==> src/assert_macros.svh <==
// ----------------------------------------------------------------------------
// Assertion macros
// Shared wrappers for the concurrent assertions of the calendar converter.
// ----------------------------------------------------------------------------
`ifndef ASSERT_MACROS_SVH
`define ASSERT_MACROS_SVH

// Property checked on every rising clock edge outside reset.
`define ASSERT_CLK(lbl, clk, rst_n, prop) \
  lbl: assert property (@(posedge clk) disable iff (!rst_n) (prop)) \
    else $error("calendar converter assertion failed");

// Condition that must never hold outside reset.
`define ASSERT_NEVER(lbl, clk, rst_n, cond) \
  `ASSERT_CLK(lbl, clk, rst_n, !(cond))

`endif

==> src/esc_pkg.sv <==
// ----------------------------------------------------------------------------
// esc_pkg
// Types, constants and calendar helper functions of the epoch converter.
// ----------------------------------------------------------------------------
`default_nettype none

package esc_pkg;

  // Controller states.
  typedef enum logic [2:0] {
    ST_IDLE,
    ST_SEC,
    ST_MIN,
    ST_HOUR,
    ST_WDAY,
    ST_YEAR,
    ST_MONTH
  } esc_state_e;

  // Datapath operations.
  typedef enum logic [2:0] {
    OP_NOP,
    OP_LOAD,
    OP_MUL,
    OP_DIV,
    OP_YEAR,
    OP_MONTH,
    OP_OUT
  } esc_op_e;

  // Which constant division pass is running.
  typedef enum logic [1:0] {
    DIV_SEC,
    DIV_MIN,
    DIV_HOUR,
    DIV_WDAY
  } esc_div_e;

  // Command from controller to datapath.
  typedef struct packed {
    esc_op_e    op;
    esc_div_e   dsel;
  } esc_cmd_t;

  // Status from datapath to controller.
  typedef struct packed {
    logic year_done;
    logic month_done;
  } esc_stat_t;

  // One result item.
  typedef struct packed {
    logic [4:0] day_of_month;
    logic [3:0] month_number;
    logic [7:0] year_offset;
    logic [2:0] weekday;
    logic [4:0] hour_of_day;
    logic [5:0] minute_of_hour;
    logic [5:0] second_of_minute;
  } esc_result_t;

  // Divisors of the four division passes.
  localparam logic [5:0] SEC_PER_MIN   = 6'd60;
  localparam logic [5:0] MIN_PER_HOUR  = 6'd60;
  localparam logic [5:0] HOUR_PER_DAY  = 6'd24;
  localparam logic [5:0] DAY_PER_WEEK  = 6'd7;

  // Rounded-up reciprocals. The quotient is the product shifted right by
  // 37 for 60, 36 for 24 and 34 for 7; the rounding error stays small enough
  // to be exact over the whole dividend range of each pass.
  localparam logic [31:0] RECIP_60 = 32'h8888_8889;
  localparam logic [31:0] RECIP_24 = 32'hAAAA_AAAB;
  localparam logic [31:0] RECIP_7  = 32'd2454267027;

  // 1970-01-01 was a Thursday, four days after a Sunday.
  localparam logic [15:0] WDAY_OFFSET = 16'd4;

  localparam logic [11:0] EPOCH_YEAR  = 12'd1970;
  localparam logic [3:0]  LAST_MONTH  = 4'd11;

  // Gregorian leap rule for 1970 plus an 8-bit offset (1970 to 2225).
  // The centuries in that span are 2000 (leap), 2100 and 2200 (not leap).
  function automatic logic is_leap(input logic [7:0] off);
    logic [11:0] y;
    y = EPOCH_YEAR + {4'b0, off};
    return (y[1:0] == 2'b00) && (y != 12'd2100) && (y != 12'd2200);
  endfunction

  // Days in a month, month counted from 0.
  function automatic logic [4:0] month_len(input logic [3:0] m, input logic leap);
    logic [4:0] len;
    unique case (m)
      4'd1:                      len = leap ? 5'd29 : 5'd28;
      4'd3, 4'd5, 4'd8, 4'd10:   len = 5'd30;
      default:                   len = 5'd31;
    endcase
    return len;
  endfunction

endpackage

`default_nettype wire

==> src/esc_ctrl.sv <==
// ----------------------------------------------------------------------------
// esc_ctrl
// Sequencer of the converter: steps the division passes, the year and month
// loops and manages the input and output handshakes.
// ----------------------------------------------------------------------------
`default_nettype none
`include "assert_macros.svh"

module esc_ctrl (
  input  wire logic              clk_i,
  input  wire logic              rst_ni,
  input  wire logic              in_valid_i,
  output logic                   in_ready_o,
  output logic                   out_valid_o,
  input  wire logic              out_ready_i,
  input  wire esc_pkg::esc_stat_t stat_i,
  output esc_pkg::esc_cmd_t      cmd_o
);
  import esc_pkg::*;

  esc_state_e state_q, state_d;
  logic       phase_q, phase_d;
  logic       out_valid_q, out_valid_d;
  logic       in_fire;

  // State, pass phase and result valid flag.
  always_ff @(posedge clk_i or negedge rst_ni) begin
    if (!rst_ni) begin
      state_q     <= ST_IDLE;
      phase_q     <= 1'b0;
      out_valid_q <= 1'b0;
    end else begin
      state_q     <= state_d;
      phase_q     <= phase_d;
      out_valid_q <= out_valid_d;
    end
  end

  assign in_ready_o  = (state_q == ST_IDLE);
  assign out_valid_o = out_valid_q;
  assign in_fire     = in_valid_i && in_ready_o;

  // Next state and datapath command. Each division pass first multiplies by the
  // reciprocal and then takes quotient and remainder from the registered product.
  always_comb begin
    state_d    = state_q;
    phase_d    = phase_q;
    cmd_o.op   = OP_NOP;
    cmd_o.dsel = DIV_SEC;
    unique case (state_q)
      ST_IDLE: begin
        if (in_valid_i) begin
          cmd_o.op = OP_LOAD;
          state_d  = ST_SEC;
          phase_d  = 1'b0;
        end
      end
      ST_SEC: begin
        phase_d = !phase_q;
        if (phase_q) begin
          cmd_o.op = OP_DIV;
          state_d  = ST_MIN;
        end else begin
          cmd_o.op = OP_MUL;
        end
      end
      ST_MIN: begin
        cmd_o.dsel = DIV_MIN;
        phase_d    = !phase_q;
        if (phase_q) begin
          cmd_o.op = OP_DIV;
          state_d  = ST_HOUR;
        end else begin
          cmd_o.op = OP_MUL;
        end
      end
      ST_HOUR: begin
        cmd_o.dsel = DIV_HOUR;
        phase_d    = !phase_q;
        if (phase_q) begin
          cmd_o.op = OP_DIV;
          state_d  = ST_WDAY;
        end else begin
          cmd_o.op = OP_MUL;
        end
      end
      ST_WDAY: begin
        cmd_o.dsel = DIV_WDAY;
        phase_d    = !phase_q;
        if (phase_q) begin
          cmd_o.op = OP_DIV;
          state_d  = ST_YEAR;
        end else begin
          cmd_o.op = OP_MUL;
        end
      end
      ST_YEAR: begin
        if (stat_i.year_done) begin
          state_d = ST_MONTH;
        end else begin
          cmd_o.op = OP_YEAR;
        end
      end
      ST_MONTH: begin
        // Hand the result over only when the output register is free.
        if (!stat_i.month_done) begin
          cmd_o.op = OP_MONTH;
        end else if (!out_valid_q || out_ready_i) begin
          cmd_o.op = OP_OUT;
          state_d  = ST_IDLE;
        end
      end
      default: begin
        state_d = ST_IDLE;
      end
    endcase
  end

  // The output register is loaded or drained.
  always_comb begin
    out_valid_d = out_valid_q;
    priority if (cmd_o.op == OP_OUT) begin
      out_valid_d = 1'b1;
    end else if (out_ready_i) begin
      out_valid_d = 1'b0;
    end
  end

  `ASSERT_NEVER(a_no_overwrite, clk_i, rst_ni,
                out_valid_q && !out_ready_i && (cmd_o.op == OP_OUT))
  `ASSERT_CLK(a_accept_starts, clk_i, rst_ni,
              in_fire |=> (state_q == ST_SEC) && !phase_q)
  `ASSERT_CLK(a_finish_shows, clk_i, rst_ni,
              (state_q == ST_MONTH) && stat_i.month_done && !out_valid_q
              |=> (state_q == ST_IDLE) && out_valid_q)

endmodule

`default_nettype wire

==> src/esc_datapath.sv <==
// ----------------------------------------------------------------------------
// esc_datapath
// Reciprocal multiplier for the constant divisions, year and month
// subtractors and result register.
// ----------------------------------------------------------------------------
`default_nettype none

module esc_datapath (
  input  wire logic                clk_i,
  input  wire logic [31:0]         epoch_seconds_i,
  input  wire esc_pkg::esc_cmd_t   cmd_i,
  output esc_pkg::esc_stat_t       stat_o,
  output esc_pkg::esc_result_t     result_o
);
  import esc_pkg::*;

  logic [31:0] w_q, w_d;
  logic [63:0] prod_q, prod_d;
  logic [15:0] days_q, days_d;
  logic [7:0]  year_q, year_d;
  logic [3:0]  month_q, month_d;
  logic [5:0]  sec_q, sec_d;
  logic [5:0]  min_q, min_d;
  logic [4:0]  hr_q, hr_d;
  logic [2:0]  wday_q, wday_d;
  esc_result_t res_q, res_d;

  logic [5:0]  dvs;
  logic [31:0] recip;
  logic [31:0] quot;
  logic [5:0]  rem;
  logic        leap;
  logic [8:0]  ylen;
  logic [4:0]  mlen;

  // Divisor, reciprocal and quotient of the current pass.
  always_comb begin
    unique case (cmd_i.dsel)
      DIV_SEC: begin
        dvs   = SEC_PER_MIN;
        recip = RECIP_60;
        quot  = {5'b0, prod_q[63:37]};
      end
      DIV_MIN: begin
        dvs   = MIN_PER_HOUR;
        recip = RECIP_60;
        quot  = {5'b0, prod_q[63:37]};
      end
      DIV_HOUR: begin
        dvs   = HOUR_PER_DAY;
        recip = RECIP_24;
        quot  = {4'b0, prod_q[63:36]};
      end
      DIV_WDAY: begin
        dvs   = DAY_PER_WEEK;
        recip = RECIP_7;
        quot  = {2'b0, prod_q[63:34]};
      end
      default: begin
        dvs   = SEC_PER_MIN;
        recip = RECIP_60;
        quot  = {5'b0, prod_q[63:37]};
      end
    endcase
  end

  // The remainder is below 64, so the low six bits of the difference suffice.
  assign rem = w_q[5:0] - quot[5:0] * dvs;

  // Year and month lengths for the current counters.
  assign leap = is_leap(year_q);
  assign ylen = leap ? 9'd366 : 9'd365;
  assign mlen = month_len(month_q, leap);

  assign stat_o.year_done  = (days_q < {7'b0, ylen});
  assign stat_o.month_done = (month_q == LAST_MONTH) || (days_q < {11'b0, mlen});

  // Operation decode.
  always_comb begin
    w_d     = w_q;
    prod_d  = prod_q;
    days_d  = days_q;
    year_d  = year_q;
    month_d = month_q;
    sec_d   = sec_q;
    min_d   = min_q;
    hr_d    = hr_q;
    wday_d  = wday_q;
    res_d   = res_q;
    unique case (cmd_i.op)
      OP_LOAD: begin
        w_d     = epoch_seconds_i;
        year_d  = '0;
        month_d = '0;
      end
      OP_MUL: begin
        prod_d = {32'b0, w_q} * {32'b0, recip};
      end
      OP_DIV: begin
        // The remainder is the field; the quotient feeds the next pass.
        w_d = quot;
        unique case (cmd_i.dsel)
          DIV_SEC:  sec_d  = rem;
          DIV_MIN:  min_d  = rem;
          DIV_HOUR: begin
            hr_d   = rem[4:0];
            days_d = quot[15:0];
            w_d    = {16'b0, quot[15:0] + WDAY_OFFSET};
          end
          DIV_WDAY: wday_d = rem[2:0] + 3'd1;
          default:  sec_d  = rem;
        endcase
      end
      OP_YEAR: begin
        days_d = days_q - {7'b0, ylen};
        year_d = year_q + 8'd1;
      end
      OP_MONTH: begin
        days_d  = days_q - {11'b0, mlen};
        month_d = month_q + 4'd1;
      end
      OP_OUT: begin
        res_d.second_of_minute = sec_q;
        res_d.minute_of_hour   = min_q;
        res_d.hour_of_day      = hr_q;
        res_d.weekday          = wday_q;
        res_d.year_offset      = year_q;
        res_d.month_number     = month_q + 4'd1;
        res_d.day_of_month     = days_q[4:0] + 5'd1;
      end
      default: begin
        w_d = w_q;
      end
    endcase
  end

  // Payload registers, no reset needed.
  always_ff @(posedge clk_i) begin
    w_q     <= w_d;
    prod_q  <= prod_d;
    days_q  <= days_d;
    year_q  <= year_d;
    month_q <= month_d;
    sec_q   <= sec_d;
    min_q   <= min_d;
    hr_q    <= hr_d;
    wday_q  <= wday_d;
    res_q   <= res_d;
  end

  assign result_o = res_q;

endmodule

`default_nettype wire

==> src/epoch_seconds_to_calendar.sv <==
// A 32-bit count of seconds since 1970-01-01 00:00:00 enters on the slave
// stream and one calendar breakdown leaves on the master stream. The block
// works on one item at a time: it takes an item only while its sequencer is
// idle, and the finished result waits in an output register, so a new item
// may be accepted while the previous result is still pending. After
// acceptance, a shared reciprocal multiplier performs the second, minute,
// hour and weekday divisions in turn, each as a multiply step followed by
// a quotient and remainder step; the year loop then subtracts whole years
// from the day count and the month loop whole months, and the result is
// loaded into the output register once that register is free.
// ----------------------------------------------------------------------------
// epoch_seconds_to_calendar
// Top level: Unix time to Gregorian date and time of day.
// ----------------------------------------------------------------------------
`default_nettype none

module epoch_seconds_to_calendar (
  input  wire logic        clk_i,
  input  wire logic        rst_ni,
  input  wire logic        s_axis_tvalid,
  output logic             s_axis_tready,
  input  wire logic [31:0] s_axis_tdata,  // [31:0] epoch_seconds
  output logic             m_axis_tvalid,
  input  wire logic        m_axis_tready,
  // [5:0] second_of_minute, [11:6] minute_of_hour, [16:12] hour_of_day,
  // [19:17] weekday, [27:20] year_offset, [31:28] month_number,
  // [36:32] day_of_month, [39:37] zero
  output logic [39:0]      m_axis_tdata
);
  import esc_pkg::*;

  esc_cmd_t    cmd;
  esc_stat_t   stat;
  esc_result_t result;

  esc_ctrl u_ctrl (
    .clk_i       (clk_i),
    .rst_ni      (rst_ni),
    .in_valid_i  (s_axis_tvalid),
    .in_ready_o  (s_axis_tready),
    .out_valid_o (m_axis_tvalid),
    .out_ready_i (m_axis_tready),
    .stat_i      (stat),
    .cmd_o       (cmd)
  );

  esc_datapath u_datapath (
    .clk_i           (clk_i),
    .epoch_seconds_i (s_axis_tdata),
    .cmd_i           (cmd),
    .stat_o          (stat),
    .result_o        (result)
  );

  // The result struct is already ordered with the last field lowest.
  assign m_axis_tdata = {3'b000, result};

endmodule

`default_nettype wire
==> config.mk <==
export PLATFORM = sky130hd
export DESIGN_NAME = epoch_seconds_to_calendar
export DESIGN_NICKNAME = d
export VERILOG_FILES = /design/src/esc_pkg.sv /design/src/esc_ctrl.sv /design/src/esc_datapath.sv /design/src/epoch_seconds_to_calendar.sv
export VERILOG_INCLUDE_DIRS = /design/src /design/src/src
export SDC_FILE = /design/constraint.sdc
export NUM_CORES = 2
export LEC_CHECK = 0
export BUFFER_PORTS_ARGS = -buffer_cell sky130_fd_sc_hd__buf_2
export CAP_MARGIN = 10
export CORE_MARGIN = 3
export CORE_UTILIZATION = 67
export CTS_BUF_LIST = sky130_fd_sc_hd__clkbuf_16
export DETAILED_ROUTE_END_ITERATION = 6
export GPL_ROUTABILITY_DRIVEN = 0
export PLACE_DENSITY = 0.91
export SYNTH_ARGS = -nofsm -noshare
export SYNTH_HDL_FRONTEND = slang
export SYNTH_SLANG_ARGS = --single-unit
==> constraint.sdc <==
create_clock -name clk_i -period 22.8 [get_ports clk_i]
set_input_delay 1.14 -clock clk_i [delete_from_list [all_inputs] [get_ports clk_i]]
set_output_delay 1.14 -clock clk_i [all_outputs]
set_load 0.05 [all_outputs]
Word level (Yosys, flattened, before mapping)
Index checks and enable logic that the tools add are counted.
- register bits after elaboration: 186
- bits of input ports: 36
- output and inout port bits: 42
- logic and storage cells: 121
- reductions and logical operators: 25
- multiplexer cells: 32
- $lt $le $gt $ge: 2
- multiply operators: 2
- add/subtract/negate cells: 9
- equal/unequal tests: 32
- operators by type and width (operator ; number):
    case mux 32 bit (3 select lines) ; 2
    multiplier 32 x 32 -> 64 bit ; 1
    case mux 32 bit (2 select lines) ; 1
    case mux 16 bit (3 select lines) ; 1
    two-way mux 3 bit ; 11
    two-way mux 32 bit ; 1
    != test 12 bit (second input constant) ; 2
    case mux 3 bit (7 select lines) ; 1
    == test 3 bit (second input constant) ; 6
    case mux 6 bit (3 select lines) ; 1
    adder 16 x 3 -> 16 bit (second input constant) ; 1
    < comparator 16 x 5 -> 1 bit ; 1
    < comparator 16 x 9 -> 1 bit ; 1
    two-way mux 16 bit ; 1
    case mux 8 bit (2 select lines) ; 1
    subtractor 16 x 5 -> 16 bit ; 1
    subtractor 16 x 9 -> 16 bit ; 1
    adder 11 x 8 -> 12 bit (first input constant) ; 1
    == test 3 x 2 -> 1 bit (second input constant) ; 4
    == test 4 bit (second input constant) ; 3
    != test 2 x 1 -> 1 bit (second input constant) ; 6
    case mux 3 bit (4 select lines) ; 1
    AND reduction 2 bit ; 6
    case mux 5 bit (2 select lines) ; 1
    other kinds (28) ; 46

Depth between registers and ports, before layout
- word-level depth: 13
- mapped depth: 33
- mapped depth without buffers: 30

Hierarchy
A second synthesis with hierarchy kept.
- cell total of the unflattened synthesis: 2904
- area, all modules: 29562.1 um^2
- modules (own cells, without submodules) (module ; sequential area each (um^2) ; area each (um^2) ; instances ; cells each):
    esc_datapath ; 4414.2 ; 29153.0 ; 1 ; 2852
    esc_ctrl ; 125.1 ; 382.9 ; 1 ; 48
    epoch_seconds_to_calendar ; 0.0 ; 26.3 ; 1 ; 4

Least setup slack after synthesis
No wires, ideal clock.
- kind: register to register
- start point: reg u_ctrl.state_q[2]
- end point: reg u_datapath.prod_q[62] (data pin)
- stages on the path, launching flop included: 32
- path buffers: 7
- setup slack: 14.479 ns
- arrival: 8.145 ns
- clock period less this slack: 8.321 ns
- library setup time: 0.176 ns
- cell sequence: dfrtp_1 > buf_4 > or3b_1 > buf_6 > clkbuf_1 > clkbuf_1 > clkbuf_1 > clkbuf_1 > and2_1 > ha_1 > fa_1 > inv_1 > fa_1 > fa_1 > inv_1 > fa_1 > fa_1 > fa_1 > inv_1 > fa_1 > inv_1 > ha_1 > clkbuf_1 > nand2_1 > nor3_1 > or4bb_1 > a211o_1 > o21ai_2 > o21ba_4 > o211ai_4 > o21a_4 > o311ai_2
- longest elaborated chain between the ends: 6
- ends and longest elaborated chain (item ; line ; RTL):
    start, declared ; esc_ctrl.sv:21 ; esc_state_e state_q, state_d;
    start signal, assigned ; esc_ctrl.sv:33 ; state_q <= state_d;
    == test 3 bit / == test 3 x 2 -> 1 bit (equally long branches) ; esc_ctrl.sv:50 ; unique case (state_q)
    case mux 2 bit (3 select lines) * ; esc_ctrl.sv:50 ;
    == test 2 x 1 -> 1 bit / zero test 2 bit (equally long branches) ; esc_datapath.sv:38 ; unique case (cmd_i.dsel)
    OR reduction 2 bit (no line) ; - ;
    case mux 32 bit (3 select lines) * ; esc_datapath.sv:38 ;
    multiplier 32 x 32 -> 64 bit * ; esc_datapath.sv:97 ; prod_d = {32'b0, w_q} * {32'b0, recip};
    end signal, assigned ; esc_datapath.sv:140 ; prod_q <= prod_d;
    end, declared ; esc_datapath.sv:18 ; logic [63:0] prod_q, prod_d;
Mark *: on every way between the ends. The rest lies on a longest branch, timed or not. The select of a mux whose other input is x is not followed.
A chain may end at the register's enable or synchronous reset.

Worst setup path in the final report
- start point: reg u_ctrl.state_q[2]
- end point: reg u_datapath.prod_q[61] (data pin)
Same word-level chain as after synthesis.

==> report_table.html <==
<table>
<tr><th>Metric</th><th>Value</th></tr>
<tr><th colspan="2">Layout</th></tr>
<tr><td>Net count, final</td><td>3985</td></tr>
<tr><td>Post-Layout Inst Area</td><td>about 31000 um2</td></tr>
<tr><td>Area grow syn2layout</td><td>5.784%</td></tr>
<tr><td>Proportion of layout cells with a drive suffix above 1</td><td>0.05723</td></tr>
<tr><td>Filler cell count in the final layout</td><td>roughly 2700</td></tr>
<tr><th colspan="2">STA</th></tr>
<tr><td>Fin. Hold Viols</td><td>0</td></tr>
<tr><td>Final Cycle Share</td><td>0.4321</td></tr>
<tr><td>Highest clock frequency the design can meet</td><td>roughly 0.10 GHz</td></tr>
<tr><td>Unrepaired setup endpoints after global routing</td><td>false</td></tr>
<tr><td>Sum of negative setup slack</td><td>0 ps</td></tr>
<tr><td>Number of pins exceeding their max-slew limit in the final report</td><td>0</td></tr>
<tr><td>Actual transition at the worst max-transition pin</td><td>1173 ps</td></tr>
<tr><td>Final critical path time including I/O delays and setup</td><td>about 9900 ps</td></tr>
<tr><td>Clock Skews</td><td>around 12 ps</td></tr>
<tr><td>Number of endpoints failing setup at the final stage</td><td>0</td></tr>
<tr><td>Worst setup margin</td><td>12950 ps</td></tr>
<tr><td>Max-Slew Margin vs Limit</td><td>0.2080</td></tr>
<tr><th colspan="2">Synth</th></tr>
<tr><td>Prevailing post-synth register cell</td><td>sky130_fd_sc_hd__edfxtp_1</td></tr>
<tr><td>Area of the mapped netlist</td><td>between 20000 and 30000 um2</td></tr>
<tr><td>Cells taking the most area after synthesis</td><td>sky130_fd_sc_hd__fa_1 36%, sky130_fd_sc_hd__ha_1 16%, sky130_fd_sc_hd__edfxtp_1 15%, sky130_fd_sc_hd__inv_1 8.5%, sky130_fd_sc_hd__xnor2_1 2.9%</td></tr>
<tr><td>Synth unique cells</td><td>89</td></tr>
<tr><td>Post-synth top area cell</td><td>sky130_fd_sc_hd__fa_1</td></tr>
<tr><td>Yosys warnings</td><td>0</td></tr>
<tr><td>Number of synthesized flops with an enable pin</td><td>approximately 150</td></tr>
<tr><td>Most frequent cell after synthesis</td><td>sky130_fd_sc_hd__inv_1</td></tr>
<tr><td>Average footprint of a synthesized cell</td><td>9.972 um2</td></tr>
<tr><td>Most frequent cells after synthesis</td><td>668 x sky130_fd_sc_hd__inv_1, 531 x sky130_fd_sc_hd__fa_1, 373 x sky130_fd_sc_hd__ha_1, 223 x sky130_fd_sc_hd__nand2_1, 147 x sky130_fd_sc_hd__edfxtp_1</td></tr>
<tr><td>Post-synthesis cell count</td><td>2961</td></tr>
<tr><td>Fraction of synthesized cell area taken by the top area cell type</td><td>0.3600</td></tr>
<tr><td>Fraction of the yosys area taken by sequential cells</td><td>0.1537</td></tr>
<tr><td>Number of storage elements in the synthesis netlist</td><td>between 150 and 200</td></tr>
<tr><td>Async set-or-reset flop fraction in the synthesized netlist</td><td>0.03289</td></tr>
<tr><th colspan="2">Routing</th></tr>
<tr><td>Wire length on met2</td><td>between 40000 and 50000 um</td></tr>
<tr><td>Number of vias after detailed routing</td><td>about 24000</td></tr>
<tr><td>Routed vias/inst</td><td>6.578</td></tr>
<tr><td>Per-cell routed wire length</td><td>approximately 26 um</td></tr>
<tr><td>Final routed DRC violation total</td><td>about 110</td></tr>
<tr><td>Met3 routed wirelength</td><td>about 13000 um</td></tr>
<tr><td>1st-iter DRT viols</td><td>roughly 3900</td></tr>
<tr><td>Top routing layer in use</td><td>met4</td></tr>
<tr><td>Number of detailed-route iterations in the first pass</td><td>7</td></tr>
<tr><td>Met1 routed wirelength after detailed routing</td><td>~29000 um</td></tr>
<tr><td>Detailed Route WL</td><td>between 90000 and 100000 um</td></tr>
<tr><td>Antenna Nets Post-Route</td><td>0</td></tr>
<tr><th colspan="2">GRT</th></tr>
<tr><td>Congestion Overflow GR</td><td>0</td></tr>
<tr><td>Initial antenna violation count</td><td>0</td></tr>
<tr><td>Overall fraction of global-route tracks in use</td><td>0.4114</td></tr>
<tr><td>Maximum number of pins on one net before global-route repair</td><td>73</td></tr>
<tr><td>Via count of the first global-routing pass</td><td>around 26000</td></tr>
<tr><td>First-pass GRT wire length</td><td>roughly 140000 um</td></tr>
<tr><th colspan="2">Placement</th></tr>
<tr><td>Post-Place Setup Slack</td><td>~14000 ps</td></tr>
<tr><td>Placed instance area</td><td>approximately 31000 um2</td></tr>
<tr><td>Final HPWL DP</td><td>78060 um</td></tr>
<tr><td>Count of port buffers added during placement</td><td>between 70 and 80</td></tr>
<tr><th colspan="2">Critical path</th></tr>
<tr><td>Crit-path max FO</td><td>38</td></tr>
<tr><td>CP Class</td><td>reg -&gt; reg</td></tr>
<tr><td>End point of the critical path</td><td>u_datapath.prod_q[61]</td></tr>
<tr><td>Startpoint of the most critical setup path</td><td>u_ctrl.state_q[2]</td></tr>
<tr><td>Data arrival time of the critical path</td><td>roughly 10000 ps</td></tr>
<tr><td>Critical path data required time</td><td>22970 ps</td></tr>
<tr><td>Reg2reg path depth</td><td>24</td></tr>
<tr><td>Worst R2R Setup Slack</td><td>about 13000 ps</td></tr>
<tr><td>Worst reg2reg path endpoint</td><td>u_datapath.prod_q[61]</td></tr>
<tr><td>Worst setup SP type</td><td>flip-flop</td></tr>
<tr><td>Type of element capturing the critical path</td><td>flip-flop</td></tr>
<tr><td>R2R Path Start</td><td>u_ctrl.state_q[2]</td></tr>
<tr><th colspan="2">Clock network</th></tr>
<tr><td>Maximum level of the CTS H-tree</td><td>4</td></tr>
<tr><td>Clock latency on the worst-skew pair</td><td>440 ps</td></tr>
<tr><td>Buffers inserted by post-CTS timing repair</td><td>0</td></tr>
<tr><td>Clock input transition at the sequential cells of the worst setup and hold paths</td><td>~70 ps</td></tr>
<tr><td>Sinks on the clock net</td><td>about 150</td></tr>
<tr><td>CTS Buf Count</td><td>17</td></tr>
<tr><td>Buffers from clock root to sink, at most</td><td>2</td></tr>
<tr><td>Hold buffer count at CTS</td><td>0</td></tr>
<tr><td>Number of gates given a new drive strength after cts</td><td>0</td></tr>
<tr><td>Clock tree from TritonCTS</td><td>done</td></tr>
<tr><td>Clock Tree Root</td><td>sky130_fd_sc_hd__clkbuf_16</td></tr>
<tr><th colspan="2">Pwr</th></tr>
<tr><td>Cell-internal power</td><td>between 0.0008 and 0.0009 W</td></tr>
<tr><td>Worst ir drop on vdd</td><td>approximately 0.082 mV</td></tr>
<tr><td>Power share of the clock group</td><td>0.176</td></tr>
<tr><td>Switching share of power</td><td>0.4661</td></tr>
<tr><td>Share of total power in combinational logic</td><td>0.621</td></tr>
<tr><td>Switching power of the nets</td><td>about 0.00074 W</td></tr>
<tr><td>LEAKAGE</td><td>about 16 nW</td></tr>
<tr><td>Cell Pwr Density</td><td>50.82 nW/um2</td></tr>
<tr><td>Flop pwr share</td><td>0.203</td></tr>
<tr><th colspan="2">Die</th></tr>
<tr><td>I/O pin total</td><td>78</td></tr>
<tr><td>Row Count</td><td>between 70 and 80</td></tr>
<tr><td>Effective utilization at floorplan</td><td>0.6824</td></tr>
<tr><td>Area of the placeable core</td><td>between 40000 and 50000 um2</td></tr>
<tr><td>Chip Width</td><td>around 220 um</td></tr>
<tr><td>Die Footprint</td><td>between 40000 and 50000 um2</td></tr>
<tr><td>Die Ht</td><td>between 200 and 250 um</td></tr>
<tr><th colspan="2">Flow run</th></tr>
<tr><td>Number of max-cap violations</td><td>0</td></tr>
<tr><th colspan="2">Status</th></tr>
<tr><td>Failing checks</td><td>DRC</td></tr>
<tr><td>Result of the run</td><td>complete, but fails checks</td></tr>
<tr><th colspan="2">Worst hold path</th></tr>
<tr><td>Worst Hold Class</td><td>reg -&gt; reg</td></tr>
</table>
cell usage in the layout, fill, tap and decap left out, drive strengths merged, types with 7 or more instances in the layout:
cell | synthesis | routed
a211oi | 11 | 11
conb | 2 | 78
xnor2 | 97 | 97
fa | 531 | 531
nor2 | 128 | 128
inv | 669 | 675
nand2b | 11 | 11
nand3 | 33 | 33
a221o | 7 | 7
a21o | 56 | 56
o21bai | 21 | 21
nor4 | 7 | 7
a22o | 17 | 17
nand2 | 223 | 223
o221ai | 7 | 7
ha | 373 | 373
clkinv | 3 | 9
nor3 | 21 | 21
a22oi | 7 | 7
xor2 | 31 | 31
buf | 15 | 87
o21ai | 81 | 81
o22ai | 11 | 11
nand4 | 23 | 23
and3 | 24 | 24
a31oi | 13 | 13
and2 | 48 | 48
clkbuf | 83 | 17
a21boi | 11 | 11
o211ai | 13 | 13
edfxtp | 147 | 147
a21oi | 126 | 126
or2 | 24 | 24
registers in the layout, summed over array words and instances, names as in the netlist:
signal / cells
u_datapath.result_o: 37
u_ctrl.state_q: 3
u_ctrl.phase_q: 1
u_datapath.sec_q: 6
u_datapath.w_q: 32
u_datapath.prod_q: 30
u_datapath.hr_q: 5
u_datapath.wday_q: 3
u_datapath.year_q: 8
u_datapath.days_q: 16
u_datapath.month_q: 4
u_datapath.min_q: 6
u_ctrl.out_valid_o: 1
routing by layer:
metal	vias to the layer above	track usage
li1	9567	-
met1	11350	0.4663
met4	0	0.3458
met3	784	0.1321
met2	2265	0.6356
met5	-	0
area by class of cell:
class / instances / area [um2] / share of cell area
clock inverter: 15 / 142.6 / 0.004567
clock buffer: 17 / 425.4 / 0.01362
timing repair buffer: 87 / 488.0 / 0.01562
antenna: 1 / 2.502 / 0.00008012
multi-input combinational: 2115 / 22380 / 0.7166
inverter: 672 / 2522 / 0.08076
tap: 585 / 732.0 / 0.02343
sequential: 152 / 4539 / 0.1453
cells by family (layout without fill, tap and decap cells):
family / after synthesis / after routing / share of synthesized area
adders and majority gates: 904 / 904 / 0.5181
buffers and inverters: 770 / 791 / 0.09891
and+or+nand+nor: 571 / 571 / 0.09090
AOI/OAI and AO/OA: 428 / 428 / 0.09806
DFF: 152 / 152 / 0.1537
xor gates and xnor gates: 128 / 128 / 0.03797
muxes: 6 / 6 / 0.002076
other: 2 / 79 / 0.0002544
worst max-delay path, stage by stage, from the launching register on:
cell                        delay (ps)
sky130_fd_sc_hd__dfrtp_1           530
sky130_fd_sc_hd__buf_4             300
sky130_fd_sc_hd__and3b_2           740
sky130_fd_sc_hd__buf_4             550
sky130_fd_sc_hd__nand3_1           550
sky130_fd_sc_hd__o221a_2           380
sky130_fd_sc_hd__fa_1              550
sky130_fd_sc_hd__inv_1              80
sky130_fd_sc_hd__fa_1              500
sky130_fd_sc_hd__fa_1              610
sky130_fd_sc_hd__inv_1              80
sky130_fd_sc_hd__fa_1              460
sky130_fd_sc_hd__fa_1              440
sky130_fd_sc_hd__fa_1              530
sky130_fd_sc_hd__fa_1              420
sky130_fd_sc_hd__ha_1              400
sky130_fd_sc_hd__and3_1            260
sky130_fd_sc_hd__nand4_1           250
sky130_fd_sc_hd__nor2_1            240
sky130_fd_sc_hd__a211oi_1          110
sky130_fd_sc_hd__o311ai_1          700
sky130_fd_sc_hd__o21ba_4           320
sky130_fd_sc_hd__o211ai_4          130
sky130_fd_sc_hd__o2111ai_1         260
sky130_fd_sc_hd__o311ai_2          150
power by group through the flow:
stage	Combinational (W)	Sequential [W]	Clock, W
finish	0.000986	0.000323	0.000279
floorplan	0.000662	0.000329	0
detailed placement	0.000917	0.000329	0
global route	0.00105	0.000323	0.000287
global placement	0.000864	0.000329	0
CTS	0.000929	0.000323	0.000276
per-stage QoR:
stage | util | instances | hold WS (ps) | total power (W)
6_report | 0.7219 | 3644 | 418.4 | 0.001587
5_1_grt | 0.7218 | 3643 | 423.6 | 0.001660
4_1_cts | 0.7212 | 3642 | 419.0 | 0.001527
3_5_place_dp | 0.7081 | 3610 | 404.5 | 0.001246
3_3_place_gp | 0.7081 | 3610 | 403.0 | 0.001193
2_1_floorplan | - | 3037 | 400.3 | 0.0009910
worst min path at each step:
stage	startpoint	to	slack, ps	depth (start not counted)
floorplan	u_datapath.sec_q[0]	u_datapath.result_o[0]	400	0
global placement	u_datapath.min_q[2]	u_datapath.result_o[8]	400	0
detailed placement	u_datapath.sec_q[0]	u_datapath.result_o[0]	400	0
CTS	u_datapath.sec_q[0]	u_datapath.result_o[0]	420	0
global route	u_datapath.sec_q[0]	u_datapath.result_o[0]	420	0
finish	u_datapath.sec_q[0]	u_datapath.result_o[0]	420	0
(Power assumes the default switching activity.)
